`src/hw/rtl/knn_pkg.sv`:
```
// Shared constants, codes and helpers of the k-nearest-neighbor classifier.
// No dependencies; every other file of the block imports this package.
`timescale 1ns / 1ps
package knn_pkg;

    localparam int DEF_MAX_RECORDS    = 1024;
    localparam int DEF_FEATURE_COUNT  = 11;
    localparam int DEF_MAX_NEIGHBOURS = 16;

    localparam int OP_W    = 2;
    localparam int IDX_W   = 4;
    localparam int FEAT_W  = 24;
    localparam int LAB_W   = 4;
    localparam int K_CFG_W = 5;
    localparam int DIST_W  = 48;

    localparam logic [OP_W-1:0] OP_TRAIN = 2'd0;
    localparam logic [OP_W-1:0] OP_QUERY = 2'd1;
    localparam logic [OP_W-1:0] OP_CLEAR = 2'd2;

    localparam logic [FEAT_W-1:0] POS_CAP  = 24'h7FFFFF;
    localparam logic [FEAT_W-1:0] NEG_CAP  = 24'h800000;
    localparam logic [DIST_W-1:0] DIST_SAT = {DIST_W{1'b1}};

    typedef struct packed {
        logic back_busy;
        logic queue_empty;
    } knn_hold_t;

    function automatic logic ranks_before(
        input logic [DIST_W-1:0] da,
        input logic [LAB_W-1:0]  la,
        input logic [DIST_W-1:0] db,
        input logic [LAB_W-1:0]  lb
    );
        return (da < db) || ((da == db) && (la < lb));
    endfunction

endpackage

```
`src/hw/rtl/knn_back.sv`:
```
// Back part: scans the stored records with a shared bit-serial divider, keeps
// the k nearest in a sorted register list and votes. Depends on knn_pkg.
`timescale 1ns / 1ps
module knn_back #(
    parameter int MAX_RECORDS    = knn_pkg::DEF_MAX_RECORDS,
    parameter int FEATURE_COUNT  = knn_pkg::DEF_FEATURE_COUNT,
    parameter int MAX_NEIGHBOURS = knn_pkg::DEF_MAX_NEIGHBOURS,
    parameter int AW = 14,
    parameter int RW = 10,
    parameter int FW = 4,
    parameter int CW = 11,
    parameter int KW = 5,
    parameter int IW = 4
) (
    input  logic                                          clk,
    input  logic                                          rst_n,
    input  logic                                          queue_empty,
    input  logic [KW-1:0]                                 cmd_k,
    input  logic [CW-1:0]                                 cmd_count,
    output logic                                          pop,
    output logic                                          busy,
    output logic [AW-1:0]                                 feat_raddr,
    output logic [RW-1:0]                                 lab_raddr,
    input  logic [knn_pkg::FEAT_W-1:0]                    feat_rdata,
    input  logic [knn_pkg::LAB_W-1:0]                     lab_rdata,
    input  logic [FEATURE_COUNT-1:0][knn_pkg::FEAT_W-1:0] feature_max,
    input  logic [FEATURE_COUNT-1:0][knn_pkg::FEAT_W-1:0] query,
    output logic                                          out_valid,
    input  logic                                          out_stall,
    output logic [knn_pkg::LAB_W-1:0]                     prediction,
    output logic [knn_pkg::K_CFG_W-1:0]                   neighbours_used
);
    import knn_pkg::*;

    localparam int MW = (CW > KW) ? CW : KW;

    localparam logic [3:0] S_IDLE = 4'd0;
    localparam logic [3:0] S_READ = 4'd1;
    localparam logic [3:0] S_LOAD = 4'd2;
    localparam logic [3:0] S_DIV  = 4'd3;
    localparam logic [3:0] S_SQ   = 4'd4;
    localparam logic [3:0] S_ACC  = 4'd5;
    localparam logic [3:0] S_INS  = 4'd6;
    localparam logic [3:0] S_VOTE = 4'd7;
    localparam logic [3:0] S_OUT  = 4'd8;

    logic [3:0]        state_reg;
    logic [KW-1:0]     k_reg;
    logic [CW-1:0]     count_reg;
    logic [KW-1:0]     used_reg;
    logic [CW-1:0]     rec_reg;
    logic [FW-1:0]     f_reg;
    logic [AW-1:0]     addr_reg;
    logic [DIST_W-1:0] sum_reg;
    logic [KW-1:0]     filled_reg;
    logic              neg_reg;
    logic [FEAT_W-1:0] m_reg;
    logic [FEAT_W-1:0] rem_reg;
    logic [FEAT_W-1:0] lo_reg;
    logic [FEAT_W-1:0] quo_reg;
    logic [4:0]        bit_reg;
    logic [DIST_W-1:0] sq_reg;
    logic [KW-1:0]     vi_reg;
    logic [KW-1:0]     max_reg;
    logic [LAB_W-1:0]  win_reg;
    logic              out_valid_reg;
    logic [LAB_W-1:0]  pred_reg;
    logic [K_CFG_W-1:0] used_out_reg;
    logic [DIST_W-1:0] best_d_reg [MAX_NEIGHBOURS];
    logic [LAB_W-1:0]  best_l_reg [MAX_NEIGHBOURS];

    logic [FEAT_W-1:0] q_val;
    logic [FEAT_W-1:0] t_val;
    logic [FEAT_W-1:0] m_val;
    logic [FEAT_W-1:0] mag;
    logic              q_ge;
    logic [FEAT_W:0]   trial;
    logic [FEAT_W-1:0] cap;
    logic [FEAT_W-1:0] quo_sat;
    logic [DIST_W:0]   acc_sum;
    logic [MAX_NEIGHBOURS-1:0] lt;
    logic              skip;
    logic [IW-1:0]     k_last;
    logic [LAB_W-1:0]  vote_lab;
    logic [KW-1:0]     vote_cnt;
    logic              out_free;
    logic [KW-1:0]     used_new;

    assign q_val = query[f_reg];
    assign t_val = feat_rdata;
    assign m_val = feature_max[f_reg];
    assign q_ge  = (q_val >= t_val);
    assign mag   = q_ge ? (q_val - t_val) : (t_val - q_val);
    assign trial = {rem_reg, lo_reg[FEAT_W-1]};
    assign cap   = neg_reg ? NEG_CAP : POS_CAP;
    assign quo_sat = (quo_reg > cap) ? cap : quo_reg;
    assign acc_sum = {1'b0, sum_reg} + {1'b0, sq_reg};
    assign k_last  = IW'(k_reg - KW'(1));
    assign out_free = !out_valid_reg || !out_stall;
    assign used_new = (MW'(cmd_count) < MW'(cmd_k)) ? KW'(cmd_count) : cmd_k;

    always_comb
    begin
        for (int j = 0; j < MAX_NEIGHBOURS; j++)
        begin
            lt[j] = (KW'(j) >= filled_reg)
                || ranks_before(sum_reg, lab_rdata, best_d_reg[j], best_l_reg[j]);
        end
        skip = (filled_reg == k_reg) && !lt[k_last];
    end

    always_comb
    begin
        vote_lab = best_l_reg[IW'(vi_reg)];
        vote_cnt = '0;
        for (int j = 0; j < MAX_NEIGHBOURS; j++)
        begin
            if ((KW'(j) < used_reg) && (best_l_reg[j] == vote_lab))
            begin
                vote_cnt = vote_cnt + KW'(1);
            end
        end
    end

    assign pop        = (state_reg == S_IDLE) && !queue_empty;
    assign busy       = (state_reg != S_IDLE);
    assign feat_raddr = addr_reg;
    assign lab_raddr  = rec_reg[RW-1:0];

    always_ff @(posedge clk or negedge rst_n)
    begin
        if (!rst_n)
        begin
            state_reg     <= S_IDLE;
            out_valid_reg <= 1'b0;
        end
        else
        begin
            if (out_valid_reg && !out_stall && (state_reg != S_OUT))
            begin
                out_valid_reg <= 1'b0;
            end
            unique case (state_reg)
                S_IDLE:
                begin
                    if (!queue_empty)
                    begin
                        state_reg <= (cmd_count == '0) ? S_VOTE : S_READ;
                    end
                end
                S_READ:
                begin
                    state_reg <= S_LOAD;
                end
                S_LOAD:
                begin
                    if (m_val == '0)
                    begin
                        state_reg <= S_ACC;
                    end
                    else if ({8'd0, mag} >= {m_val, 8'd0})
                    begin
                        state_reg <= S_SQ;
                    end
                    else
                    begin
                        state_reg <= S_DIV;
                    end
                end
                S_DIV:
                begin
                    if (bit_reg == 5'(FEAT_W - 1))
                    begin
                        state_reg <= S_SQ;
                    end
                end
                S_SQ:
                begin
                    state_reg <= S_ACC;
                end
                S_ACC:
                begin
                    state_reg <= (f_reg == FW'(FEATURE_COUNT - 1)) ? S_INS : S_READ;
                end
                S_INS:
                begin
                    state_reg <= (rec_reg + CW'(1) == count_reg) ? S_VOTE : S_READ;
                end
                S_VOTE:
                begin
                    if (vi_reg >= used_reg)
                    begin
                        state_reg <= S_OUT;
                    end
                end
                S_OUT:
                begin
                    if (out_free)
                    begin
                        out_valid_reg <= 1'b1;
                        state_reg     <= S_IDLE;
                    end
                end
                default:
                begin
                    state_reg <= S_IDLE;
                end
            endcase
        end
    end

    always_ff @(posedge clk)
    begin
        unique case (state_reg)
            S_IDLE:
            begin
                k_reg      <= cmd_k;
                count_reg  <= cmd_count;
                used_reg   <= used_new;
                rec_reg    <= '0;
                f_reg      <= '0;
                addr_reg   <= '0;
                sum_reg    <= '0;
                filled_reg <= '0;
                vi_reg     <= '0;
                max_reg    <= '0;
                win_reg    <= '0;
            end
            S_LOAD:
            begin
                neg_reg <= !q_ge;
                m_reg   <= m_val;
                sq_reg  <= '0;
                rem_reg <= {8'd0, mag[FEAT_W-1:8]};
                lo_reg  <= {mag[7:0], 16'd0};
                bit_reg <= '0;
                quo_reg <= q_ge ? POS_CAP : NEG_CAP;
            end
            S_DIV:
            begin
                if (trial >= {1'b0, m_reg})
                begin
                    rem_reg <= FEAT_W'(trial - {1'b0, m_reg});
                    quo_reg <= {quo_reg[FEAT_W-2:0], 1'b1};
                end
                else
                begin
                    rem_reg <= trial[FEAT_W-1:0];
                    quo_reg <= {quo_reg[FEAT_W-2:0], 1'b0};
                end
                lo_reg  <= {lo_reg[FEAT_W-2:0], 1'b0};
                bit_reg <= bit_reg + 5'd1;
            end
            S_SQ:
            begin
                sq_reg <= DIST_W'(quo_sat) * DIST_W'(quo_sat);
            end
            S_ACC:
            begin
                sum_reg  <= acc_sum[DIST_W] ? DIST_SAT : acc_sum[DIST_W-1:0];
                addr_reg <= addr_reg + AW'(1);
                f_reg    <= (f_reg == FW'(FEATURE_COUNT - 1)) ? '0 : f_reg + FW'(1);
            end
            S_INS:
            begin
                if (!skip)
                begin
                    for (int j = 0; j < MAX_NEIGHBOURS; j++)
                    begin
                        if ((KW'(j) < k_reg) && lt[j])
                        begin
                            if ((j == 0) || !lt[(j == 0) ? 0 : j - 1])
                            begin
                                best_d_reg[j] <= sum_reg;
                                best_l_reg[j] <= lab_rdata;
                            end
                            else
                            begin
                                best_d_reg[j] <= best_d_reg[(j == 0) ? 0 : j - 1];
                                best_l_reg[j] <= best_l_reg[(j == 0) ? 0 : j - 1];
                            end
                        end
                    end
                    if (filled_reg != k_reg)
                    begin
                        filled_reg <= filled_reg + KW'(1);
                    end
                end
                sum_reg <= '0;
                rec_reg <= rec_reg + CW'(1);
            end
            S_VOTE:
            begin
                if (vi_reg < used_reg)
                begin
                    if (vote_cnt > max_reg)
                    begin
                        max_reg <= vote_cnt;
                        win_reg <= vote_lab;
                    end
                    vi_reg <= vi_reg + KW'(1);
                end
            end
            S_OUT:
            begin
                if (out_free)
                begin
                    pred_reg     <= win_reg;
                    used_out_reg <= K_CFG_W'(used_reg);
                end
            end
            default:
            begin
            end
        endcase
    end

    assign out_valid       = out_valid_reg;
    assign prediction      = pred_reg;
    assign neighbours_used = used_out_reg;

endmodule

```
`config.mk`:
```
export PLATFORM = sky130hd
export DESIGN_NAME = knn_back
export DESIGN_NICKNAME = d
export VERILOG_FILES = /design/src/hw/rtl/knn_pkg.sv /design/src/hw/rtl/knn_back.sv
export SDC_FILE = /design/constraint.sdc
export NUM_CORES = 2
export LEC_CHECK = 0
export ABC_AREA = 1
export BUFFER_PORTS_ARGS = -buffer_cell sky130_fd_sc_hd__buf_2
export CAP_MARGIN = 20
export CORE_AREA = 2 2 311 543
export DETAILED_ROUTE_END_ITERATION = 8
export DIE_AREA = 0 0 313 545
export MAX_ROUTING_LAYER = met4
export PLACE_DENSITY_LB_ADDON = 0.08
export REMOVE_ABC_BUFFERS = 1
export SLEW_MARGIN = 20
export SYNTH_ARGS = -nofsm -noshare
export SYNTH_HDL_FRONTEND = slang
export SYNTH_SLANG_ARGS = --single-unit
```
`constraint.sdc`:
```
create_clock -name clk -period 10 [get_ports clk]
set_input_delay 1.5 -clock clk [delete_from_list [all_inputs] [get_ports clk]]
set_output_delay 1.5 -clock clk [all_outputs]
set_load 0.05 [all_outputs]
```
== Word-level counts from Yosys, hierarchy flattened ==
Memories as Yosys holds them, arrays and structs flattened. A register that Yosys moved wholly into a read port is not among the register bits.
Index checks and enable logic that the tools add are counted.

* Register bits: 281
* Latch bits: 0
* Bits in writable memories: 832
* Bits in read-only memories: 0
* Input bits: 576
* Output and inout port bits: 36
* Logic and storage cells: 580
* Memories kept: 2

{| class="wikitable"
|+ Memories
! name !! depth !! bits a word !! read ports !! clocked after Yosys merged registers in !! write ports !! line !! source
|-
| best_d_reg || 16 || 48 || 16 || 0 || 16 || knn_back.sv:69 || <nowiki>logic [DIST_W-1:0] best_d_reg [MAX_NEIGHBOURS];</nowiki>
|-
| best_l_reg || 16 || 4 || 17 || 1 || 16 || knn_back.sv:70 || <nowiki>logic [LAB_W-1:0] best_l_reg [MAX_NEIGHBOURS];</nowiki>
|}

* Add/subtract/negate cells: 26
* Multipliers: 1
* Divide/modulo/power cells: 0
* $lt $le $gt $ge: 90
* Equality and inequality tests: 54
* Shifts and indexed selects: 0
* Mux-type cells: 249
* Bitwise logic cells: 30
* Reductions and logical operators: 106

{| class="wikitable"
|+ Operators by type and width
! kind !! number
|-
| 48-bit equality test || 16
|-
| 48-bit less-than comparator || 16
|-
| 48-bit two-way mux || 16
|-
| 24-bit binary-select mux with 4-bit select || 2
|-
| 48-bit case mux with 2 select lines || 2
|-
| 24-bit two-way mux || 7
|-
| 1-bit two-way mux || 160
|-
| 24-bit case mux with 2 select lines || 3
|-
| 5-bit two-way mux || 21
|-
| 4-bit two-way mux || 23
|-
| 5-bit by 1-bit adder with 5-bit output (second input constant) || 18
|-
| 4-bit by 5-bit less-than comparator with 1-bit output (first input constant) || 16
|-
| 24-bit subtractor || 3
|-
| 4-bit equality test || 16
|-
| 4-bit less-than comparator || 16
|-
| 1-bit logical AND || 52
|-
| 48-bit by 48-bit adder with 49-bit output || 1
|-
| 24-bit by 24-bit multiplier with 48-bit output || 1
|-
| 4-bit by 5-bit greater-or-equal comparator with 1-bit output (first input constant) || 8
|-
| 3-bit by 5-bit less-than comparator with 1-bit output (first input constant) || 8
|-
| 5-bit case mux with 2 select lines || 4
|-
| 4-bit case mux with 9 select lines || 1
|-
| 1-bit logical OR || 33
|-
| 24-bit by 32-bit greater-or-equal comparator with 1-bit output || 1
|-
| 43 further kinds || 112
|}

== Longest topological paths before layout ==
An unclocked memory read counts as a cell.

* Depth after elaboration: 38
* Depth in mapped cells: 67
* Gate-level depth less buffers: 65

== Worst setup path before layout ==
Ideal clock, no wire load.

* Kind: reg-to-reg
* Start: register (tool-made name)
* End: register max_reg[0] (enable)
* Arrival: 9868 ps
* Required time: 9613 ps
* Path slack: -255 ps
* Cell stages (with the launch flop): 66
* Buffers on the path: 3
* Clock period less this slack: 10255 ps
* Cell sequence: dfxtp_1 -> buf_6 -> inv_2 -> buf_6 -> nand3_1 -> nand3_1 -> nand3_2 -> nand2_4 -> clkbuf_1 -> xor2_1 -> a221oi_1 -> o21ai_0 -> nor3_1 -> ha_1 -> inv_1 -> nand4_1 -> nand2_1 -> ha_1 -> [... 30 more ...] -> or2_2 -> nand2_1 -> inv_1 -> ha_1 -> nand2_1 -> o21ai_1 -> ha_1 -> nand2_1 -> nor2_1 -> nand2_1 -> inv_1 -> nand2_1 -> nand2_1 -> ha_1 -> nand2_1 -> nor3_1 -> a2111oi_0 -> o21ai_0

{| class="wikitable"
|+ RTL lines
! item !! line !! source
|-
| to (signal assigned) || knn_back.sv:298 || <nowiki>max_reg <= vote_cnt;</nowiki>
|-
| to (decl) || knn_back.sv:64 || <nowiki>logic [KW-1:0] max_reg;</nowiki>
|}

== Final worst setup path ==
* Start: register neg_reg
* End: register sq_reg[44], data pin

* Longest elaborated chain between the ends: 5

{| class="wikitable"
|+ RTL lines
! item !! line !! source
|-
| from (decl) || knn_back.sv:56 || <nowiki>logic neg_reg;</nowiki>
|-
| from (signal assigned) || knn_back.sv:231 || <nowiki>neg_reg <= !q_ge;</nowiki>
|-
| 24-bit two-way mux (*) || knn_back.sv:95 || <nowiki>assign cap = neg_reg ? NEG_CAP : POS_CAP;</nowiki>
|-
| 24-bit greater-than comparator || knn_back.sv:96 || <nowiki>assign quo_sat = (quo_reg > cap) ? cap : quo_reg;</nowiki>
|-
| 24-bit two-way mux (*) || knn_back.sv:96 ||
|-
| 24-bit by 24-bit multiplier with 48-bit output (*) || knn_back.sv:256 || <nowiki>sq_reg <= DIST_W'(quo_sat) * DIST_W'(quo_sat);</nowiki>
|-
| 48-bit case mux with 2 select lines (*) || knn_back.sv:214 || <nowiki>unique case (state_reg)</nowiki>
|-
| to (signal assigned) || knn_back.sv:256 ||
|-
| to (decl) || knn_back.sv:62 || <nowiki>logic [DIST_W-1:0] sq_reg;</nowiki>
|}

Mark *: on every way between the ends. The rest lies on a longest branch, timed or not.
A chain may end at the register's enable or synchronous reset.

==> qor.log <==
INFO  run_status     run_status=completed
INFO  synth          synth_area=94200µm²
INFO  setup_path     timing.rr.end=sq_reg[44]
INFO  setup_path     endpoint_kind=register
INFO  clocking       clkSinkCount=1100
INFO  hold_path      hold-path-endpoint=prediction[3]
INFO  layout         largest_register_ffs=768
INFO  hold_path      min-delay-path-class=register to register
INFO  layout         area.growth.synth_to_final=12.4%
INFO  clocking       cts_root_buffer=sky130_fd_sc_hd__clkbuf_16
INFO  layout         nets=13877
INFO  floorplan      die_area=171000µm²
INFO  setup_path     timing.critical_path.fanout_max=11
INFO  routing        drc_errors=0
INFO  sta            hold_viol_final=0
INFO  synth          synth.lib_cells_used.distinct=77
INFO  sta            skew=0.0504ns
INFO  clocking       htreeDepth=3
INFO  setup_path     register_to_register_setup_slack=0.40ns
INFO  global_route   global_route.overflow_total=0
INFO  routing        drtAntennaViolNets=0
INFO  setup_path     criticalPathCategory=register to register
INFO  clocking       clk_path_buf_depth=3
INFO  layout         layout.core_utilization=63.7%
INFO  sta            fin_worst_hold_slack=0.509ns
INFO  synth          dominantRegCellSynth=sky130_fd_sc_hd__edfxtp_1
INFO  floorplan      floorplan.core_area=166000µm²
INFO  layout         final.fill_count=14144
INFO  synth          netlist_instances=10964
INFO  clocking       clock_tree_from_tritoncts=yes
INFO  synth          seq_area_frac_synth=35.0%
INFO  global_route   grt_max_degree=106
INFO  placed_design  port-buffer-count=611
INFO  sta            min_tclk_post_route=9.60ns
INFO  synth          yosys_reg_bits=1100
INFO  routing        finalWirelength=289000µm
INFO  clocking       clk_pin_slew_worst_paths=0.07ns
INFO  synth          async_flop_share=0.455%
INFO  sta            maxClockFrequency=104MHz
INFO  setup_path     critPathRequiredTime=10.58ns
INFO  floorplan      placement_rows=198
INFO  routing        viasPerCell=5.71
INFO  sta            post-route-period-util=96.0%
INFO  setup_path     slowest_delay=0.55ns
INFO  synth          netlist.area_leader.share=34.8%
INFO  routing        drt-pass1-iter-count=6
INFO  global_route   grt_pass1_wl=441000µm
INFO  floorplan      die_width=313µm
INFO  routing        dr_total_vias=79895
INFO  floorplan      top_level_ports=612
INFO  global_route   grt_antenna_before_repair=23
INFO  synth          synthesis.area_per_instance=8.59µm²
INFO  floorplan      die_y=545µm
INFO  clocking       hold_buffers=0
INFO  routing        wl_per_cell=20.6µm
INFO  sta            slew_headroom=13.2%
INFO  clocking       cts_inserted_buffers=106
INFO  synth          ys_warn_count=0
INFO  sta            tightestPinTransition=1.29ns
INFO  pwr            static-leakage-power=54.8nW
INFO  pwr            power_per_standard_cell_area=91.0nW/µm²
INFO  setup_path     startpoint_type=register
INFO  setup_path     regToRegStartpoint=neg_reg
INFO  hold_path      timing.hold.worst_path_depth=0
INFO  floorplan      initial_utilization=56.7%
INFO  synth          synth.largest_area_cell=sky130_fd_sc_hd__edfxtp_1
INFO  synth          yosys-top-cells-area=sky130_fd_sc_hd__edfxtp_1 35%, sky130_fd_sc_hd__ha_1 16%, sky130_fd_sc_hd__fa_1 9.1%
INFO  flow_run       max-cap-violations=0
INFO  setup_path     crit_top_cell=sky130_fd_sc_hd__fa_1
INFO  placed_design  gp_weighted_congestion=1.03
INFO  sta            drv_slew=0
INFO  sta            setup_tns=0ns
INFO  placed_design  detailedPlacementHpwl=236000µm
INFO  synth          synth_edf_count=1091
INFO  global_route   vias_in_the_first_global_route=82732
INFO  global_route   grt.total_usage=34.4%
INFO  clocking       clock_insertion_delay_worst_skew=0.76ns
INFO  hold_path      worstHoldStart=win_reg[3]
INFO  pwr            vdd_ir_drop_max=0.159mV
INFO  setup_path     cp_slowest_cell=sky130_fd_sc_hd__fa_1
INFO  setup_path     critPathArrivalTime=10.17ns
INFO  routing        drt_iter0_drc=5273
INFO  sta            setup_violating_endpoint_count_in_the_final_report=0
INFO  layout         layout-drive-gt1-share=12.4%
INFO  setup_path     worst-r2r-cell-count=39
==> power breakdown <==
| group | switching (W) | total [W] | internal [W] | leakage (nW) |
|---|---|---|---|---|
| logic | 0.000226 | 0.000409 | 0.000182 | 44.9 |
| clock network | 0.00189 | 0.00421 | 0.00233 | 1.72 |
| registers | 0.00000556 | 0.00501 | 0.00501 | 8.21 |
| total | 0.00212 | 0.00964 | 0.00751 | 54.8 |
==> placed cells by master (no fill, tap or decap), types with 35 or more instances in the layout <==
master	netlist	routed
sky130_fd_sc_hd__nand2_1	1978	1952
sky130_fd_sc_hd__nand4_1	97	97
sky130_fd_sc_hd__nand2_2	32	51
sky130_fd_sc_hd__a221oi_1	94	94
sky130_fd_sc_hd__o21ai_0	1326	1308
sky130_fd_sc_hd__nand3_1	250	243
sky130_fd_sc_hd__fa_1	426	426
sky130_fd_sc_hd__o2111ai_1	45	45
sky130_fd_sc_hd__xnor2_1	55	54
sky130_fd_sc_hd__edfxtp_1	1091	1091
sky130_fd_sc_hd__o211ai_1	51	51
sky130_fd_sc_hd__clkbuf_16	0	108
sky130_fd_sc_hd__a211oi_1	48	46
sky130_fd_sc_hd__o221ai_1	35	35
sky130_fd_sc_hd__nor2_1	722	694
sky130_fd_sc_hd__inv_1	1846	1831
sky130_fd_sc_hd__buf_2	9	611
sky130_fd_sc_hd__nor3_1	72	65
sky130_fd_sc_hd__a21oi_1	668	655
sky130_fd_sc_hd__buf_4	10	393
sky130_fd_sc_hd__xor2_1	86	86
sky130_fd_sc_hd__ha_1	1184	1176
sky130_fd_sc_hd__a31oi_1	55	55
sky130_fd_sc_hd__o21a_1	51	51
==> layout make-up <==
class / instances / area [µm²] / area share [%]
clock inverter: 71 / 734 / 0.693
inverter: 1873 / 7050 / 6.66
tap: 2200 / 2750 / 2.60
timing repair buffer: 1027 / 6370 / 6.01
clock buffer: 127 / 2780 / 2.63
multi-input combinational: 7583 / 53200 / 50.2
antenna: 15 / 37.5 / 0.0354
sequential: 1100 / 33000 / 31.1
==> critical path, delay by kind of cell, from the launching register on <==
family                   cells  cell delay, ns
AO/OA/AOI/OAI               11            2.09
flip-flops                   1            0.52
AND/OR/NAND/NOR             11            1.42
adder cells (fa/ha/maj)      9            4.27
buffers and inverters        8            1.13
==> worst max path at each step <==
| stage | startpoint | endpoint | slack [ns] | depth (start not counted) |
|---|---|---|---|---|
| 2_1_floorplan | lab_rdata[1] | best_d_reg[0][336] | -2.43 | 18 |
| 6_report | neg_reg | sq_reg[44] | 0.40 | 39 |
| 5_1_grt | register | win_reg[3] | -0.06 | 60 |
| 3_3_place_gp | register | win_reg[0] | -0.51 | 62 |
| 3_5_place_dp | register | win_reg[0] | -0.47 | 57 |
| 4_1_cts | register | win_reg[0] | 0.02 | 65 |
==> kinds of logic (layout without fill, tap and decap cells) <==
logic type	after synthesis	count (layout)	synth area share (%)
other	0	15	0
DFF	1100	1100	35.0
xor gates and xnor gates	142	142	1.33
and+or+nand+nor	3310	3310	14.7
AOI/OAI and AO/OA	2515	2515	15.0
muxes	6	6	0.0677
buffers and inverters	2281	3098	9.19
adders and majority gates	1610	1610	24.8
==> routing by layer <==
metal | GRT usage [%] | vias to the layer above | share of wire, %
li1 | - | 38431 | -
met1 | 32.5 | 38042 | 33
met2 | 64.1 | 2417 | 54
met3 | 4.16 | 1005 | 4.6
met4 | 24.5 | 0 | 8.6
met5 | - | - | 0
==> what timing repair did <==
item / CTS / global route
pin swaps: 19 / 59
setup endpoints to repair: 12 / 23
gates cloned: 2 / 1
gates resized for setup: 45 / 105
setup buffers: 10 / 20
==> through the flow <==
stage | cells | setup slack (ns) | cell area (µm²) | power (W)
3_3_place_gp | 13747 | -0.512 | 102000 | 0.00551
4_1_cts | 13958 | 0.0184 | 105000 | 0.00968
5_1_grt | 13994 | -0.0600 | 106000 | 0.00988
2_1_floorplan | 10556 | -2.43 | 92600 | 0.00530
6_report | 13996 | 0.404 | 106000 | 0.00964
3_5_place_dp | 13748 | -0.474 | 102000 | 0.00551
==> cell usage after synthesis (all sizes together), types with 34 or more instances <==
| cell | n |
|---|---|
| inv | 1860 |
| buf | 81 |
| o2111ai | 45 |
| xor2 | 87 |
| edfxtp | 1091 |
| a31oi | 55 |
| a21oi | 670 |
| nor4 | 34 |
| nor3 | 73 |
| o21ai | 1344 |
| nand4 | 98 |
| clkbuf | 327 |
| o21a | 51 |
| fa | 426 |
| xnor2 | 55 |
| nand3 | 280 |
| o211ai | 51 |
| ha | 1184 |
| a211oi | 49 |
| nand2 | 2021 |
| o221ai | 35 |
| a221oi | 94 |
| nor2 | 730 |
No activity file was read; power rests on OpenSTA's default activity.
