==> src/hw/rtl/knn_pkg.sv <==
// Shared constants, codes and helpers of the k-nearest-neighbor classifier.
// No dependencies; every other file of the block imports this package.
`timescale 1ns / 1ps
package knn_pkg;

    localparam int DEF_MAX_RECORDS    = 1024;
    localparam int DEF_FEATURE_COUNT  = 11;
    localparam int DEF_MAX_NEIGHBOURS = 16;

    localparam int OP_W    = 2;
    localparam int IDX_W   = 4;
    localparam int FEAT_W  = 24;
    localparam int LAB_W   = 4;
    localparam int K_CFG_W = 5;
    localparam int DIST_W  = 48;

    localparam logic [OP_W-1:0] OP_TRAIN = 2'd0;
    localparam logic [OP_W-1:0] OP_QUERY = 2'd1;
    localparam logic [OP_W-1:0] OP_CLEAR = 2'd2;

    localparam logic [FEAT_W-1:0] POS_CAP  = 24'h7FFFFF;
    localparam logic [FEAT_W-1:0] NEG_CAP  = 24'h800000;
    localparam logic [DIST_W-1:0] DIST_SAT = {DIST_W{1'b1}};

    typedef struct packed {
        logic back_busy;
        logic queue_empty;
    } knn_hold_t;

    function automatic logic ranks_before(
        input logic [DIST_W-1:0] da,
        input logic [LAB_W-1:0]  la,
        input logic [DIST_W-1:0] db,
        input logic [LAB_W-1:0]  lb
    );
        return (da < db) || ((da == db) && (la < lb));
    endfunction

endpackage

==> src/hw/rtl/knn_front.sv <==
// Front part: accepts items, writes training records, tracks feature maxima,
// buffers the query and posts query commands. Depends on knn_pkg.
`timescale 1ns / 1ps
module knn_front #(
    parameter int MAX_RECORDS    = knn_pkg::DEF_MAX_RECORDS,
    parameter int FEATURE_COUNT  = knn_pkg::DEF_FEATURE_COUNT,
    parameter int MAX_NEIGHBOURS = knn_pkg::DEF_MAX_NEIGHBOURS,
    parameter int AW = 14,
    parameter int RW = 10,
    parameter int FW = 4,
    parameter int CW = 11,
    parameter int KW = 5
) (
    input  logic                                          clk,
    input  logic                                          rst_n,
    input  logic                                          in_valid,
    output logic                                          in_stall,
    input  logic [knn_pkg::OP_W-1:0]                      operation,
    input  logic [knn_pkg::IDX_W-1:0]                     feature_index,
    input  logic [knn_pkg::FEAT_W-1:0]                    feature_value,
    input  logic [knn_pkg::LAB_W-1:0]                     label,
    input  logic                                          cfg_write,
    input  logic [knn_pkg::K_CFG_W-1:0]                   cfg_data,
    input  knn_pkg::knn_hold_t                            hold,
    output logic                                          push,
    output logic [KW-1:0]                                 cmd_k,
    output logic [CW-1:0]                                 cmd_count,
    output logic                                          feat_we,
    output logic [AW-1:0]                                 feat_waddr,
    output logic [knn_pkg::FEAT_W-1:0]                    feat_wdata,
    output logic                                          lab_we,
    output logic [RW-1:0]                                 lab_waddr,
    output logic [knn_pkg::LAB_W-1:0]                     lab_wdata,
    output logic                                          sweep_active,
    output logic [AW-1:0]                                 sweep_addr,
    input  logic [knn_pkg::FEAT_W-1:0]                    feat_rdata,
    output logic [FEATURE_COUNT-1:0][knn_pkg::FEAT_W-1:0] feature_max,
    output logic [FEATURE_COUNT-1:0][knn_pkg::FEAT_W-1:0] query
);
    import knn_pkg::*;

    localparam int MW = (CW > KW) ? CW : KW;

    logic [K_CFG_W-1:0] nc_reg;
    logic [CW-1:0]      count_reg;
    logic [AW-1:0]      base_reg;
    logic [AW-1:0]      sweep_base_reg;
    logic               sweep_reg;
    logic [FW:0]        sweep_cnt_reg;
    logic [FEATURE_COUNT-1:0][FEAT_W-1:0] fmax_reg;
    logic [FEATURE_COUNT-1:0][FEAT_W-1:0] qbuf_reg;

    logic          accept;
    logic          idx_ok;
    logic          last;
    logic          room;
    logic          train_end;
    logic [KW-1:0] k_eff;
    logic [FW-1:0] prev_f;

    assign in_stall = sweep_reg || hold.back_busy || !hold.queue_empty;
    assign accept   = in_valid && !in_stall;
    assign idx_ok   = ({1'b0, feature_index} < (IDX_W + 1)'(FEATURE_COUNT));
    assign last     = (feature_index == IDX_W'(FEATURE_COUNT - 1));
    assign room     = (count_reg < CW'(MAX_RECORDS));

    always_comb
    begin
        if (nc_reg == '0)
        begin
            k_eff = KW'(1);
        end
        else if (MW'(nc_reg) > MW'(MAX_NEIGHBOURS))
        begin
            k_eff = KW'(MAX_NEIGHBOURS);
        end
        else
        begin
            k_eff = KW'(nc_reg);
        end
    end

    assign feat_we    = accept && (operation == OP_TRAIN) && idx_ok && room;
    assign feat_waddr = base_reg + AW'(feature_index);
    assign feat_wdata = feature_value;
    assign train_end  = feat_we && last;
    assign lab_we     = train_end;
    assign lab_waddr  = count_reg[RW-1:0];
    assign lab_wdata  = label;

    assign push      = accept && (operation == OP_QUERY) && idx_ok && last;
    assign cmd_k     = k_eff;
    assign cmd_count = count_reg;

    assign sweep_active = sweep_reg;
    assign sweep_addr   = sweep_base_reg + AW'(sweep_cnt_reg);
    assign prev_f       = FW'(sweep_cnt_reg - (FW + 1)'(1));

    assign feature_max = fmax_reg;
    assign query       = qbuf_reg;

    always_ff @(posedge clk or negedge rst_n)
    begin
        if (!rst_n)
        begin
            nc_reg <= K_CFG_W'(1);
        end
        else if (cfg_write)
        begin
            nc_reg <= cfg_data;
        end
    end

    always_ff @(posedge clk or negedge rst_n)
    begin
        if (!rst_n)
        begin
            count_reg      <= '0;
            base_reg       <= '0;
            sweep_reg      <= 1'b0;
            sweep_cnt_reg  <= '0;
            sweep_base_reg <= '0;
            fmax_reg       <= '0;
        end
        else
        begin
            if (sweep_reg)
            begin
                if (sweep_cnt_reg != '0)
                begin
                    if (feat_rdata > fmax_reg[prev_f])
                    begin
                        fmax_reg[prev_f] <= feat_rdata;
                    end
                end
                if (sweep_cnt_reg == (FW + 1)'(FEATURE_COUNT))
                begin
                    sweep_reg <= 1'b0;
                end
                sweep_cnt_reg <= sweep_cnt_reg + (FW + 1)'(1);
            end
            if (accept && (operation == OP_CLEAR))
            begin
                count_reg <= '0;
                base_reg  <= '0;
                fmax_reg  <= '0;
            end
            if (train_end)
            begin
                count_reg      <= count_reg + CW'(1);
                base_reg       <= base_reg + AW'(FEATURE_COUNT);
                sweep_base_reg <= base_reg;
                sweep_reg      <= 1'b1;
                sweep_cnt_reg  <= '0;
            end
        end
    end

    always_ff @(posedge clk)
    begin
        if (accept && (operation == OP_QUERY) && idx_ok)
        begin
            qbuf_reg[feature_index[FW-1:0]] <= feature_value;
        end
    end

endmodule

==> config.mk <==
export PLATFORM = sky130hd
export DESIGN_NAME = knn_front
export DESIGN_NICKNAME = d
export VERILOG_FILES = /design/src/hw/rtl/knn_pkg.sv /design/src/hw/rtl/knn_front.sv
export SDC_FILE = /design/constraint.sdc
export NUM_CORES = 1
export LEC_CHECK = 0
export BUFFER_PORTS_ARGS = -buffer_cell sky130_fd_sc_hd__buf_4
export CORE_AREA = 5 5 267 269
export DETAILED_ROUTE_END_ITERATION = 8
export DIE_AREA = 0 0 272 274
export SKIP_LAST_GASP = 1
export SYNTH_ARGS = -nofsm -noshare
export SYNTH_HDL_FRONTEND = slang
export SYNTH_SLANG_ARGS = --single-unit
==> constraint.sdc <==
create_clock -name clk -period 6.57 [get_ports clk]
set_clock_uncertainty 0.05 [all_clocks]
set_input_delay 0.3285 -clock clk [delete_from_list [all_inputs] [get_ports clk]]
set_output_delay 0.3285 -clock clk [all_outputs]
set_load 0.05 [all_outputs]
# Yosys cells after proc, flatten, opt, wreduce, memory -nomap -nowiden
# Cells that the tools add are included.
[totals]
inputBits = 69
elab_cells = 93
ff_bits = 578
[classes]
n_mux = 23
n_reduce_logical = 24
n_eq_ne = 4
n_lt_le_gt_ge = 8
addsub = 6
[ops]
columns = ["op", "count"]
rows = [
  ["264-bit 2-to-1 mux", 4],
  ["264-bit bitwise mux", 2],
  ["24-bit demux with 4-bit select", 2],
  ["24-bit binary-select mux with 4-bit select", 1],
  ["24-bit 2-to-1 mux", 3],
  ["14-bit 2-to-1 mux", 2],
  ["24-bit greater-than comparator", 1],
  ["11-bit 2-to-1 mux", 2],
  ["5-bit 2-to-1 mux", 4],
  ["14-bit by 4-bit adder with 14-bit output", 1],
  ["14-bit by 4-bit adder with 14-bit output, second input constant", 1],
  ["14-bit by 5-bit adder with 14-bit output", 1],
  ["11-bit by 1-bit adder with 11-bit output, second input constant", 1],
  ["1-bit logical AND", 11],
  ["11-bit < comparator, second input constant", 1],
  ["4-bit by 5-bit < comparator with 1-bit output, second input constant", 2],
  ["2-bit nonzero test", 5],
  ["4-bit by 1-bit greater-or-equal comparator with 1-bit output, second input constant", 2],
  ["5-bit by 1-bit adder with 5-bit output, second input constant", 1],
  ["5-bit by 4-bit equality test with 1-bit output, second input constant", 1],
  ["5-bit greater-than comparator, second input constant", 1],
  ["5-bit logical NOT", 1],
  ["5-bit nonzero test", 1],
  ["4-bit equality test, second input constant", 1],
  ["9 further kinds", 13],
]

# Longest topological paths before layout
# Gate-level depths: netlist (run 1).
[logic_depth]
word_depth = 10
depth_mapped = 18
mapped_depth_nobuf = 13

# Worst setup path after synthesis (run 1)
# No wires, ideal clock.
[synth_path]
kind = "reg-to-reg"
from = "register sweep_cnt_reg[0]"
to = "register fmax_reg (netlist bit feature_max[107])"
n_path_buf = 6
setup_ns = 0.081
setup_slack_ns = 2.307
path_stages_with_launch = 19
t_arrival_ns = 4.132
cell_sequence = "dfrtp_1 -> buf_2 -> inv_1 -> ha_1 -> clkbuf_1 -> clkbuf_1 -> clkbuf_1 -> a221oi_1 -> nor3_1 -> a31oi_1 -> ha_1 -> a21oi_2 -> a31oi_1 -> a2111oi_2 -> o21ai_2 -> buf_8 -> o21ai_4 -> buf_12 -> mux2i_1"
[synth_via]
elab_chain_len = 10
word_cells_on_any_way = 18
cone_classes = "1 x add/sub; 3 x order compare; 9 x mux; 5 x reduce/logical"
[synth_lines]
columns = ["item", "line", "source"]
rows = [
  ["start, declared", "knn_front.sv:49", "logic [FW:0] sweep_cnt_reg;"],
  ["start signal, assigned", "knn_front.sv:140", "sweep_cnt_reg <= sweep_cnt_reg + (FW + 1)'(1);"],
  ["branches (longest 10 deep; another with 24-bit greater-than comparator)", "-", ""],
  ["end signal, assigned by index", "knn_front.sv:133", "fmax_reg[prev_f] <= feat_rdata;"],
  ["end, declared", "knn_front.sv:50", "logic [FEATURE_COUNT-1:0][FEAT_W-1:0] fmax_reg;"],
]
# Parallel ways; which one is timed is not known. The select of a mux whose other input is x is not followed.
# A chain may end at the register's enable or synchronous reset.

# Final worst setup path (run 1)
[layout_path]
from = "register sweep_cnt_reg[0]"
to = "register fmax_reg (netlist bit feature_max[91])"
# Same word-level chain as after synthesis.

==> results_tabular.tex, run 1 <==
\begin{tabular}{lr}
\hline
Metric & Value \\
\hline
\multicolumn{2}{l}{\textbf{Setup path}} \\
Slack of the worst reg-to-reg path & 0.97 ns \\
Capturing point of the worst reg2reg path & feature\_max[91] \\
Critical-path maximum fanout & 34 \\
Critical path capture point type & register \\
Cell mode on critical path & sky130\_fd\_sc\_hd\_\_buf\_4 \\
Launching instance or port of the critical path & sweep\_cnt\_reg[0] \\
Capturing element of the worst setup path & feature\_max[91] \\
Worst Reg-to-Reg Cells & 14 \\
Setup CP Type & register to register \\
Data arrival at the endpoint of the critical path & 6.09 ns \\
Chain of cells forming the critical path & buf\_4, buf\_4, mux2\_2, a221oi\_1, nor3\_1, a31oi\_1, ha\_1, nand4\_2, nor4\_2, a21o\_1, nor4\_1, o21ai\_4, buf\_4, mux2i\_1 \\
Required time of the worst setup path & 7.07 ns \\
Delay of the slowest cell on the worst path & 0.67 ns \\
Reg-to-reg startpoint & sweep\_cnt\_reg[0] \\
Cell with the largest stage delay on the worst path & sky130\_fd\_sc\_hd\_\_dfrtp\_4 \\
Kind of start point of the critical path & register \\
\multicolumn{2}{l}{\textbf{STA}} \\
Worst max-slew margin expressed relative to the limit & 0.200 \\
Final hold violation count & 0 \\
Transition time at the pin with the least slew margin & 1.20 ns \\
Setup\_tns & 0 ns \\
Setup violation total in the final timing report & 0 \\
Fin Hold WS & 0.0415 ns \\
Final number of max-transition violations & 0 \\
Setup repair after global routing missed its margin & false \\
Final worst path period need & about 5.6 ns \\
Maximum clock frequency & 179 MHz \\
Share of the clock period used by the worst path after layout & 0.852 \\
\multicolumn{2}{l}{\textbf{Pwr}} \\
Sum of internal, switching and leakage power & approximately 17 mW \\
Static power due to leakage & 16.3 nW \\
Maximum resistive drop on vdd & 373 uV \\
Power density of the placed cells & about 510 nW/um2 \\
\multicolumn{2}{l}{\textbf{Final layout}} \\
Most used cells in the layout excluding fill and tap cells & sky130\_fd\_sc\_hd\_\_buf\_4 (705), sky130\_fd\_sc\_hd\_\_nand2\_1 (346), sky130\_fd\_sc\_hd\_\_dfrtp\_1 (312), sky130\_fd\_sc\_hd\_\_mux2i\_1 (267), sky130\_fd\_sc\_hd\_\_edfxtp\_1 (264) \\
\# nets final & 2606 \\
Most common cell after layout, fill and taps aside & sky130\_fd\_sc\_hd\_\_buf\_4 \\
\# fillers & about 6000 \\
Non-filler instance count after layout & 3427 \\
Area added between synthesis and finish & 31.1\% \\
Fraction of layout cells with a size suffix above 1 & 0.365 \\
Antenna Cells & 0 \\
Final Util & 0.484 \\
\multicolumn{2}{l}{\textbf{Detailed routing}} \\
Vias per inst & 5.23 \\
Number of iterations in the first detailed-routing pass & 5 \\
Via count & 17900 \\
Initial detailed-routing violation count & around 1200 \\
Antenna viol nets, final & 0 \\
Routed wire length & between 80 and 90 mm \\
\# DRC & 0 \\
Average detailed-routed wire length per instance & around 26 um \\
\multicolumn{2}{l}{\textbf{Synth}} \\
Yosys warning total & 0 \\
Area of the mapped netlist & 25200 um2 \\
Number of distinct standard cells referenced by the synthesized netlist & 60 \\
Post-synthesis async set-or-reset flop share & 0.543 \\
Number of flops mapped to enable cells by yosys & between 200 and 300 \\
Commonest register cell after synthesis & sky130\_fd\_sc\_hd\_\_dfrtp\_1 \\
Gate Count Post-Synth & 1853 \\
Mean area per synthesized cell & 13.6 um2 \\
Synthesized net count & $\sim$2000 \\
Total of flip-flops plus latches after synthesis & 578 \\
Post-synthesis sequential area ratio & 0.626 \\
\multicolumn{2}{l}{\textbf{Global routing}} \\
Pin count of the biggest net entering global routing & 207 \\
Aggregate global-route resource usage & 0.230 \\
Overflow left after global routing & 0 \\
Antenna violations before repair & 2 \\
Met2 demand-to-capacity share in global routing & 0.409 \\
Routing usage on met3 & 0.0648 \\
Most heavily used metal layer in global routing & met2 \\
Met1 Use GR & 0.279 \\
Vias in the first global route & 18400 \\
Wire length of the first global-routing pass & roughly 130 mm \\
\multicolumn{2}{l}{\textbf{Place}} \\
Cell Count Post-Placement & 3279 \\
Count of buffers from port buffering & 675 \\
Final weighted congestion in routability-driven placement & 0.846 \\
Detailed placement HPWL & 64.9 mm \\
\multicolumn{2}{l}{\textbf{Clock tree}} \\
Post-CTS resize count & 0 \\
Number of hold buffers added after cts & 35 \\
Count of buffers added by post-CTS timing repair for setup & 0 \\
Number of clock sinks & 578 \\
Maximum clock insertion buffer count & 3 \\
Clock insertion delay at the later pin of the skew report & 0.64 ns \\
\# H-tree levels & 2 \\
Cell at the root of the clock tree & sky130\_fd\_sc\_hd\_\_clkbuf\_16 \\
Clock-pin slew of the registers on the worst-case setup and hold paths & approximately 0.07 ns \\
Clock tree from TritonCTS & built \\
Number of buffers created by CTS & 60 \\
\multicolumn{2}{l}{\textbf{Job}} \\
\# Max-Cap Violations & 0 \\
\multicolumn{2}{l}{\textbf{Floorplan}} \\
Core region area & 68300 um2 \\
Die width & between 200 and 300 um \\
I/O pin total & 684 \\
Site row count & 96 \\
Die outline area & 74500 um2 \\
Starting density of the core & 0.369 \\
Die outline height & about 270 um \\
\multicolumn{2}{l}{\textbf{Status}} \\
Status & finished clean \\
\multicolumn{2}{l}{\textbf{Min path}} \\
Class of the tightest hold or removal check & input port to register \\
Number of stages on the worst hold path & 1 \\
\hline
\end{tabular}
-- Yosys cell counts, drive strengths merged, types with 17 or more instances --
library cell,n,area [um2]
nand2,346,1300
dfrtp,313,7830
mux2i,267,2670
edfxtp,264,7930
buf,93,911
nor2,73,277
clkbuf,71,267
o21ai,49,365
mux4,48,1080
ha,41,513
inv,38,143
nor3,35,216
mux2,29,327
a31oi,26,163
a221oi,23,201
nand3,18,90.1
nand4,17,113
xnor2,17,156
-- stage by stage --
step	setup WS (ns)	area, um2
detailed placement	0.857	30600
CTS	0.832	33100
global placement	0.927	30600
floorplan	2.31	25200
finish	0.975	33100
global route	0.615	33100
-- final cells by class --
type,instances,area [um2],share of cell area
tap,882,1100,0.0334
clock inverter,34,433,0.0131
sequential,578,15800,0.477
multi-input combinational,1071,8250,0.249
timing repair buffer,743,5700,0.172
inverter,40,150,0.00454
clock buffer,79,1660,0.0503
-- per-layer routing --
| metal | wire length (um) | vias up |
|---|---|---|
| li1 | - | 7857 |
| met1 | 34700 | 9253 |
| met2 | 45800 | 693 |
| met3 | 6930 | 117 |
| met4 | 1960 | 4 |
| met5 | 24 | - |
-- critical path: cells and delay by family, from the launching register on --
family / cells / cell delay, ns
buffers and inverters: 3 / 1.59
AOI/OAI and AO/OA: 4 / 1.21
and+or+nand+nor: 4 / 1.02
DFF: 1 / 0.67
muxes: 2 / 0.67
adders and majority gates: 1 / 0.20
-- logic make-up after synthesis --
logic type | share of synthesized area
muxes | 0.162
buffers and inverters | 0.0526
AOI/OAI and AO/OA | 0.0399
and+or+nand+nor | 0.0870
xor gates and xnor gates | 0.0111
DFF | 0.626
adders and majority gates | 0.0219
-- how the worst min path moves through the flow --
stage	from	endpoint	slack, ns
final	feature_value[22]	query[238]	0.04
after global routing	feature_value[22]	query[238]	0.002
after CTS	feature_value[22]	query[190]	0.0007
after detailed placement	rst_n	feature_max[24]	0.29
after global placement	rst_n	feature_max[66]	0.28
after floorplan	rst_n	base_reg[0]	-0.02
-- report_power, final --
| part | leakage [nW] | switching [mW] | internal [mW] |
|---|---|---|---|
| Sequential | 6.53 | 0.862 | 4.52 |
| Clock | 1.04 | 1.48 | 2.14 |
| Combinational | 8.72 | 5.32 | 2.49 |
| Total | 16.3 | 7.66 | 9.15 |
Note: power is estimated with default switching activity, not from simulation.
==> run 2, diff against run 1 <==
Clock period 6.57 ns to 5.9 ns, I/O delays scaled along.
==> run 2 against run 1 <==
Global-route usage grew 0.39 points. Worst setup slack lost 0.52 ns. Hold slack worse by 0.013 ns. Non-clock buffer count up 11. Routed wire length rose by 1.5%. Clock-buffer cell count shrank 3. Sequential power increased by 12%. Register-to-register slack lost 0.52 ns. Combinational power grew 13%. Clock power increased by 8.8%. Critical endpoint is now feature_max[223].
==> results_tabular.tex, run 2 (same netlist as run 1, synthesis figures left out) <==
\begin{tabular}{lr}
\hline
Metric & Value \\
\hline
\multicolumn{2}{l}{\textbf{Status}} \\
Status & finished clean \\
\multicolumn{2}{l}{\textbf{Setup path}} \\
Critical path capture point type & register \\
Slack of the worst reg-to-reg path & about 0.46 ns \\
Capturing point of the worst reg2reg path & feature\_max[223] \\
Critical-path maximum fanout & 31 \\
Kind of start point of the critical path & register \\
Data arrival at the endpoint of the critical path & 5.87 ns \\
Setup CP Type & register to register \\
Worst Reg-to-Reg Cells & 14 \\
Required time of the worst setup path & roughly 6.3 ns \\
Reg-to-reg startpoint & sweep\_cnt\_reg[1] \\
\multicolumn{2}{l}{\textbf{Floorplan}} \\
Starting density of the core & 0.369 \\
Die width & 272 um \\
I/O pin total & 684 \\
Die outline height & 274 um \\
Die outline area & between 70000 and 80000 um2 \\
Site row count & 96 \\
Core region area & 68300 um2 \\
\multicolumn{2}{l}{\textbf{Pwr}} \\
Net Sw Frac & 0.456 \\
Flop pwr share & 0.320 \\
Maximum resistive drop on vdd & 389 uV \\
Static power due to leakage & 16.3 nW \\
Power density of the placed cells & 565 nW/um2 \\
Clock group share of total power & 0.210 \\
Switching power & roughly 8.5 mW \\
Pint & 10.2 mW \\
Logic pwr share & 0.469 \\
\multicolumn{2}{l}{\textbf{STA}} \\
Setup repair after global routing missed its margin & false \\
Transition time at the pin with the least slew margin & 1.19 ns \\
Fin Hold WS & 0.0282 ns \\
Worst max-slew margin expressed relative to the limit & 0.206 \\
Final worst path period need & around 5.4 ns \\
Maximum clock frequency & roughly 180 MHz \\
Final worst setup slack & 0.459 ns \\
Final hold violation count & 0 \\
Setup violation total in the final timing report & 0 \\
Share of the clock period used by the worst path after layout & 0.922 \\
Setup\_tns & 0 ns \\
Final number of max-transition violations & 0 \\
\multicolumn{2}{l}{\textbf{Global routing}} \\
Aggregate global-route resource usage & 0.234 \\
Antenna violations before repair & 4 \\
Overflow left after global routing & 0 \\
Vias in the first global route & about 18000 \\
Pin count of the biggest net entering global routing & 185 \\
Wire length of the first global-routing pass & 131 mm \\
\multicolumn{2}{l}{\textbf{Detailed routing}} \\
Number of iterations in the first detailed-routing pass & 5 \\
Via count & between 15000 and 20000 \\
Initial detailed-routing violation count & 1405 \\
\# DRC & 0 \\
Average detailed-routed wire length per instance & around 26 um \\
Vias per inst & 5.25 \\
Antenna viol nets, final & 0 \\
Routed wire length & 90.7 mm \\
\multicolumn{2}{l}{\textbf{Clock tree}} \\
Number of clock sinks & 578 \\
Clock-pin slew of the registers on the worst-case setup and hold paths & 0.06 ns \\
Number of buffers created by CTS & 60 \\
Clock tree from TritonCTS & built \\
Maximum clock insertion buffer count & 3 \\
Count of buffers added by post-CTS timing repair for setup & 0 \\
Cell at the root of the clock tree & sky130\_fd\_sc\_hd\_\_clkbuf\_16 \\
Clock insertion delay at the later pin of the skew report & 0.62 ns \\
\# H-tree levels & 2 \\
\multicolumn{2}{l}{\textbf{Final layout}} \\
Antenna Cells & 0 \\
Most used cells in the layout excluding fill and tap cells & sky130\_fd\_sc\_hd\_\_buf\_4 (710), sky130\_fd\_sc\_hd\_\_nand2\_1 (346), sky130\_fd\_sc\_hd\_\_dfrtp\_1 (312), sky130\_fd\_sc\_hd\_\_mux2i\_1 (267), sky130\_fd\_sc\_hd\_\_edfxtp\_1 (264) \\
Final Cell Area & between 30000 and 40000 um2 \\
Area added between synthesis and finish & 31.4\% \\
Fraction of layout cells with a size suffix above 1 & 0.365 \\
Most common cell after layout, fill and taps aside & sky130\_fd\_sc\_hd\_\_buf\_4 \\
Final Util & 0.485 \\
\# nets final & 2617 \\
\multicolumn{2}{l}{\textbf{Place}} \\
Final weighted congestion in routability-driven placement & 0.877 \\
Post-Place Worst Slack & roughly 0.38 ns \\
Cell area reported after detailed placement & between 30000 and 40000 um2 \\
Detailed placement HPWL & 65.6 mm \\
Count of buffers from port buffering & $\sim$680 \\
\multicolumn{2}{l}{\textbf{Min path}} \\
Min-Delay Startpoint & feature\_value[5] \\
Number of stages on the worst hold path & 1 \\
Class of the tightest hold or removal check & input port to register \\
Terminating pin of the worst hold path & query[125] \\
\multicolumn{2}{l}{\textbf{Job}} \\
\# Max-Cap Violations & 0 \\
\hline
\end{tabular}
## run 2: cell count changes in the layout (fill, tap and decap cells not counted)
cell | previous run | this run
sky130_fd_sc_hd__buf_12 | 2 | 3
sky130_fd_sc_hd__buf_4 | 705 | 710
sky130_fd_sc_hd__clkbuf_1 | 10 | 12
sky130_fd_sc_hd__clkbuf_8 | 9 | 4
sky130_fd_sc_hd__clkinv_2 | 13 | 16
sky130_fd_sc_hd__clkinvlp_4 | 1 | 2
sky130_fd_sc_hd__dlygate4sd3_1 | 35 | 40
sky130_fd_sc_hd__inv_6 | 3 | 2
## run 2: timing repair
| item | in CTS | in global routing |
|---|---|---|
| endpoints found under the hold margin | 382 | 0 |
| hold buffers | 40 | 0 |
| gates resized for setup | 0 | 0 |
## run 2: how the worst max path moves through the flow
stage,slack [ns],cells after the start,startpoint,end
after CTS,0.37,14,sweep_cnt_reg[1],feature_max[129]
after floorplan,1.64,18,sweep_cnt_reg[0],feature_max[107]
final,0.46,14,sweep_cnt_reg[1],feature_max[223]
after global placement,0.57,14,sweep_cnt_reg[1],feature_max[127]
after global routing,0.17,14,sweep_cnt_reg[1],feature_max[9]
after detailed placement,0.38,14,sweep_cnt_reg[1],feature_max[124]
## run 2: cell type report
| cell class | instances | area (um2) |
|---|---|---|
| Fill cell | 5988 | 35200 |
| Timing Repair Buffer | 754 | 5810 |
| Clock inverter | 37 | 447 |
| Multi-Input combinational cell | 1071 | 8250 |
| Sequential cell | 578 | 15800 |
| Tap cell | 882 | 1100 |
| Clock buffer | 76 | 1600 |
| Inverter | 40 | 150 |
## run 2: metrics by stage
| stage | instances | total power, mW |
|---|---|---|
| detailed placement | 3285 | 14.9 |
| CTS | 3438 | 18.9 |
| floorplan | 1853 | 11.7 |
| global route | 3438 | 19.6 |
| finish | 3438 | 18.7 |
| global placement | 3285 | 14.7 |
## run 2: per-layer routing
layer	GRT usage	up-vias	wire, um
li1	-	7872	-
met1	0.286	9269	35300
met2	0.405	785	45300
met3	0.0737	130	7870
met4	0.0590	6	2230
met5	0	-	34
## run 2: power groups by stage
stage / Clock [mW] / Sequential, mW / Combinational [mW]
floorplan: 0 / 8.42 / 3.28
global placement: 0 / 6.04 / 8.71
detailed placement: 0 / 6.05 / 8.81
CTS: 4.01 / 6.00 / 8.86
global route: 4.17 / 6.09 / 9.31
finish: 3.94 / 6.00 / 8.79
## run 2: critical path, cell delays in order, from the launching register on
cell and delay [ns]:
sky130_fd_sc_hd__dfrtp_1 0.52, sky130_fd_sc_hd__inv_1 0.20, sky130_fd_sc_hd__ha_4 0.44, sky130_fd_sc_hd__nor2_4 0.71
sky130_fd_sc_hd__a221oi_1 0.20, sky130_fd_sc_hd__nor3_1 0.17, sky130_fd_sc_hd__a31oi_1 0.08, sky130_fd_sc_hd__ha_1 0.36
sky130_fd_sc_hd__nand4_1 0.21, sky130_fd_sc_hd__a31oi_1 0.31, sky130_fd_sc_hd__a2111oi_2 0.10, sky130_fd_sc_hd__o21ai_2 0.91
sky130_fd_sc_hd__o21ai_4 0.44, sky130_fd_sc_hd__buf_4 0.38, sky130_fd_sc_hd__mux2i_1 0.16
==> run 3, diff against run 2 <==
Settings changed: ABC_AREA from default to 1, CORE_AREA 5 5 267 269 to 5 5 262 264, DIE_AREA 0 0 272 274 to 0 0 267 269.
==> run 3 against run 2 <==
Worst setup slack improved by 0.42 ns. Critical path depth increased by 3. Die area decreased by 3.6%. Flip-flop and latch count unchanged. Critical path type unchanged. Largest cell class unchanged. Largest power group unchanged.
==> results_tabular.tex, run 3 <==
\begin{tabular}{lr}
\hline
Metric & Value \\
\hline
\multicolumn{2}{l}{\textbf{Global routing}} \\
Aggregate global-route resource usage & 0.283 \\
Pin count of the biggest net entering global routing & 209 \\
Vias in the first global route & 21800 \\
Overflow left after global routing & 0 \\
Wire length of the first global-routing pass & approximately 150 mm \\
Antenna violations before repair & 2 \\
\multicolumn{2}{l}{\textbf{Clock tree}} \\
Maximum clock insertion buffer count & 3 \\
\# H-tree levels & 2 \\
Post-CTS resize count & 0 \\
Number of buffers created by CTS & 60 \\
Number of clock sinks & 578 \\
Clock-pin slew of the registers on the worst-case setup and hold paths & 0.06 ns \\
Cell at the root of the clock tree & sky130\_fd\_sc\_hd\_\_clkbuf\_16 \\
Clock insertion delay at the later pin of the skew report & around 0.64 ns \\
Clock tree from TritonCTS & built \\
\multicolumn{2}{l}{\textbf{Setup path}} \\
Data arrival at the endpoint of the critical path & 5.48 ns \\
Cell with the largest stage delay on the worst path & sky130\_fd\_sc\_hd\_\_inv\_1 \\
Dominant delay contributor by cell family on the critical path & simple AND/OR/NAND/NOR gates \\
Delay of the slowest cell on the worst path & $\sim$0.67 ns \\
Kind of start point of the critical path & register \\
Chain of cells forming the critical path & inv\_1, nand3\_2, xor2\_4, nand2\_4, inv\_1, a22o\_1, a21oi\_1, ha\_1, nand2\_1, nor2\_1, nand2\_1, nor2\_2, nand2\_1, nand3\_4, nand3\_2, nand3\_1, nand2\_1 \\
Required time of the worst setup path & 6.36 ns \\
Setup CP Type & register to register \\
Reg-to-reg startpoint & sweep\_cnt\_reg[1] \\
Launching instance or port of the critical path & sweep\_cnt\_reg[1] \\
Cell mode on critical path & sky130\_fd\_sc\_hd\_\_nand2\_1 \\
Critical-path maximum fanout & 30 \\
Critical path capture point type & register \\
Crit path buffers/inverters & 2 \\
\multicolumn{2}{l}{\textbf{Synth}} \\
Number of flops mapped to enable cells by yosys & $\sim$260 \\
Leading cell type by number of instances after synthesis & sky130\_fd\_sc\_hd\_\_nand2\_1 \\
Synthesized net count & around 2600 \\
Post-synthesis sequential area ratio & 0.610 \\
Total of flip-flops plus latches after synthesis & 578 \\
Gate Count Post-Synth & approximately 2500 \\
Area of the mapped netlist & 25900 um2 \\
Most frequent cells after synthesis & sky130\_fd\_sc\_hd\_\_nand2\_1 (388), sky130\_fd\_sc\_hd\_\_dfrtp\_1 (313), sky130\_fd\_sc\_hd\_\_nand3\_1 (307) \\
Top area cells in the synthesized netlist & sky130\_fd\_sc\_hd\_\_edfxtp\_1 (31\%), sky130\_fd\_sc\_hd\_\_dfrtp\_1 (30\%), sky130\_fd\_sc\_hd\_\_nand4\_1 (6.6\%) \\
Mean area per synthesized cell & 10.3 um2 \\
Cell type contributing the most total cell area after synthesis & sky130\_fd\_sc\_hd\_\_edfxtp\_1 \\
Post-synthesis async set-or-reset flop share & 0.543 \\
Yosys warning total & 0 \\
Number of distinct standard cells referenced by the synthesized netlist & between 40 and 50 \\
Portion of synthesized cell area occupied by the leading cell type & 0.306 \\
Commonest register cell after synthesis & sky130\_fd\_sc\_hd\_\_dfrtp\_1 \\
\multicolumn{2}{l}{\textbf{Pwr}} \\
Power density of the placed cells & 416 nW/um2 \\
Pint & between 8 and 9 mW \\
Switching power & approximately 5.8 mW \\
Flop pwr share & 0.338 \\
Net Sw Frac & 0.411 \\
Clock group share of total power & 0.292 \\
Static power due to leakage & 15.6 nW \\
Logic pwr share & 0.370 \\
Maximum resistive drop on vdd & 532 uV \\
Sum of internal, switching and leakage power & 14.1 mW \\
\multicolumn{2}{l}{\textbf{Floorplan}} \\
Site row count & 95 \\
Die outline area & roughly 70000 um2 \\
Starting density of the core & 0.390 \\
Core region area & 66300 um2 \\
Die width & 267 um \\
Die outline height & approximately 270 um \\
I/O pin total & 684 \\
\multicolumn{2}{l}{\textbf{Job}} \\
\# Max-Cap Violations & 0 \\
\multicolumn{2}{l}{\textbf{Place}} \\
Count of buffers from port buffering & 675 \\
Cell Count Post-Placement & just under 4000 \\
Final weighted congestion in routability-driven placement & 0.963 \\
Detailed placement HPWL & 76.1 mm \\
\multicolumn{2}{l}{\textbf{Detailed routing}} \\
Average detailed-routed wire length per instance & 26.9 um \\
Number of iterations in the first detailed-routing pass & 7 \\
Antenna viol nets, final & 0 \\
Vias per inst & 5.77 \\
Via count & 23200 \\
Initial detailed-routing violation count & 2970 \\
\# DRC & 0 \\
Routed wire length & 108 mm \\
\multicolumn{2}{l}{\textbf{Final layout}} \\
Non-filler instance count after layout & 4017 \\
Fraction of layout cells with a size suffix above 1 & 0.278 \\
Area added between synthesis and finish & 31.0\% \\
\# nets final & $\sim$3200 \\
Most common cell after layout, fill and taps aside & sky130\_fd\_sc\_hd\_\_buf\_4 \\
Most used cells in the layout excluding fill and tap cells & sky130\_fd\_sc\_hd\_\_buf\_4 (714), sky130\_fd\_sc\_hd\_\_nand2\_1 (388), sky130\_fd\_sc\_hd\_\_dfrtp\_1 (312), sky130\_fd\_sc\_hd\_\_nand3\_1 (307), sky130\_fd\_sc\_hd\_\_nand4\_1 (275) \\
\multicolumn{2}{l}{\textbf{Status}} \\
Status & finished clean \\
\multicolumn{2}{l}{\textbf{STA}} \\
Final hold violation count & 0 \\
Final number of max-transition violations & 0 \\
Setup\_tns & 0 ns \\
Worst max-slew margin expressed relative to the limit & 0.0506 \\
Share of the clock period used by the worst path after layout & 0.851 \\
Fin Hold WS & 0.0847 ns \\
Final worst path period need & 5.02 ns \\
Transition time at the pin with the least slew margin & 1.42 ns \\
Setup repair after global routing missed its margin & false \\
Setup violation total in the final timing report & 0 \\
Maximum clock frequency & 199 MHz \\
\multicolumn{2}{l}{\textbf{Min path}} \\
Min-Delay Startpoint & feat\_rdata[15] \\
Class of the tightest hold or removal check & input port to register \\
\hline
\end{tabular}
-- run 3: cell types whose count changed in the layout (fill, tap and decap cells not counted), moves of 28 or more --
cell                      delta
sky130_fd_sc_hd__nand3_1   +289
sky130_fd_sc_hd__mux2i_1   -267
sky130_fd_sc_hd__nand4_1   +259
sky130_fd_sc_hd__o21ai_0   +139
sky130_fd_sc_hd__nor2_1    +108
sky130_fd_sc_hd__a21oi_1    +52
sky130_fd_sc_hd__inv_1      +50
sky130_fd_sc_hd__o22ai_1    +50
sky130_fd_sc_hd__mux4_2     -48
sky130_fd_sc_hd__nand2_1    +42
sky130_fd_sc_hd__mux2_2     -28
-- run 3: per-stage QoR --
stage / utilization / worst slack (ns) / instance area [um2]
after CTS: 0.511 / 0.958 / 33900
final: 0.511 / 0.880 / 33900
after detailed placement: 0.473 / 0.989 / 31400
after global routing: 0.511 / 0.494 / 33900
after floorplan: - / 1.57 / 25900
after global placement: 0.473 / 1.13 / 31400
-- run 3: cells by family after synthesis --
logic type | after synthesis | share of synthesized area
xor gates and xnor gates | 27 | 0.0101
buffers and inverters | 355 | 0.0632
muxes | 1 | 0.000435
AOI/OAI and AO/OA | 330 | 0.0721
DFF | 578 | 0.610
and+or+nand+nor | 1190 | 0.223
adders and majority gates | 43 | 0.0214
-- run 3: cell type report --
type	count	area, um2
diodes	2	5.00
multi-input cells	1591	8540
clock buffers	87	1730
fillers	5950	32400
well taps	873	1090
clock inverters	25	412
inverters	97	370
repair buffers	764	5970
flip-flops and latches	578	15800
-- run 3: worst paths after layout --
kind	endpoint	slack, ns	depth (start not counted)
worst max-delay path	feature_max[11]	0.88	17
worst min-delay path	feature_max[15]	0.08	5
worst max register to register	feature_max[11]	0.88	17
worst min register to register	sweep_base_reg[0]	0.45	2
max in group asynchronous	sweep_cnt_reg[0]	4.04	3
min in group asynchronous	nc_reg[1]	0.24	2
-- run 3: timing repair --
item	in CTS	in global routing
hold endpoints to repair	367	0
hold buffers	39	0
setup buffers	0	0
-- run 3: tightest hold or removal path, delay by kind of cell --
kind / cells / cell delay (ns)
buffers and inverters: 2 / 0.18
AND/OR/NAND/NOR: 3 / 0.25
-- run 3: layer usage --
layer | wire length [um] | vias to the layer above | global-route usage
met5 | 12 | - | 0
met1 | 39000 | 11400 | 0.348
met3 | 9680 | 247 | 0.0598
li1 | - | 10100 | -
met2 | 53200 | 1460 | 0.478
met4 | 6100 | 2 | 0.140
-- run 3: power by group through the flow --
stage	clock [mW]	sequential, mW	combinational (mW)
2_1_floorplan	0	5.42	2.69
3_3_place_gp	0	4.83	5.08
6_report	4.11	4.77	5.22
5_1_grt	4.33	4.79	5.53
3_5_place_dp	0	4.83	5.13
4_1_cts	4.16	4.76	5.17
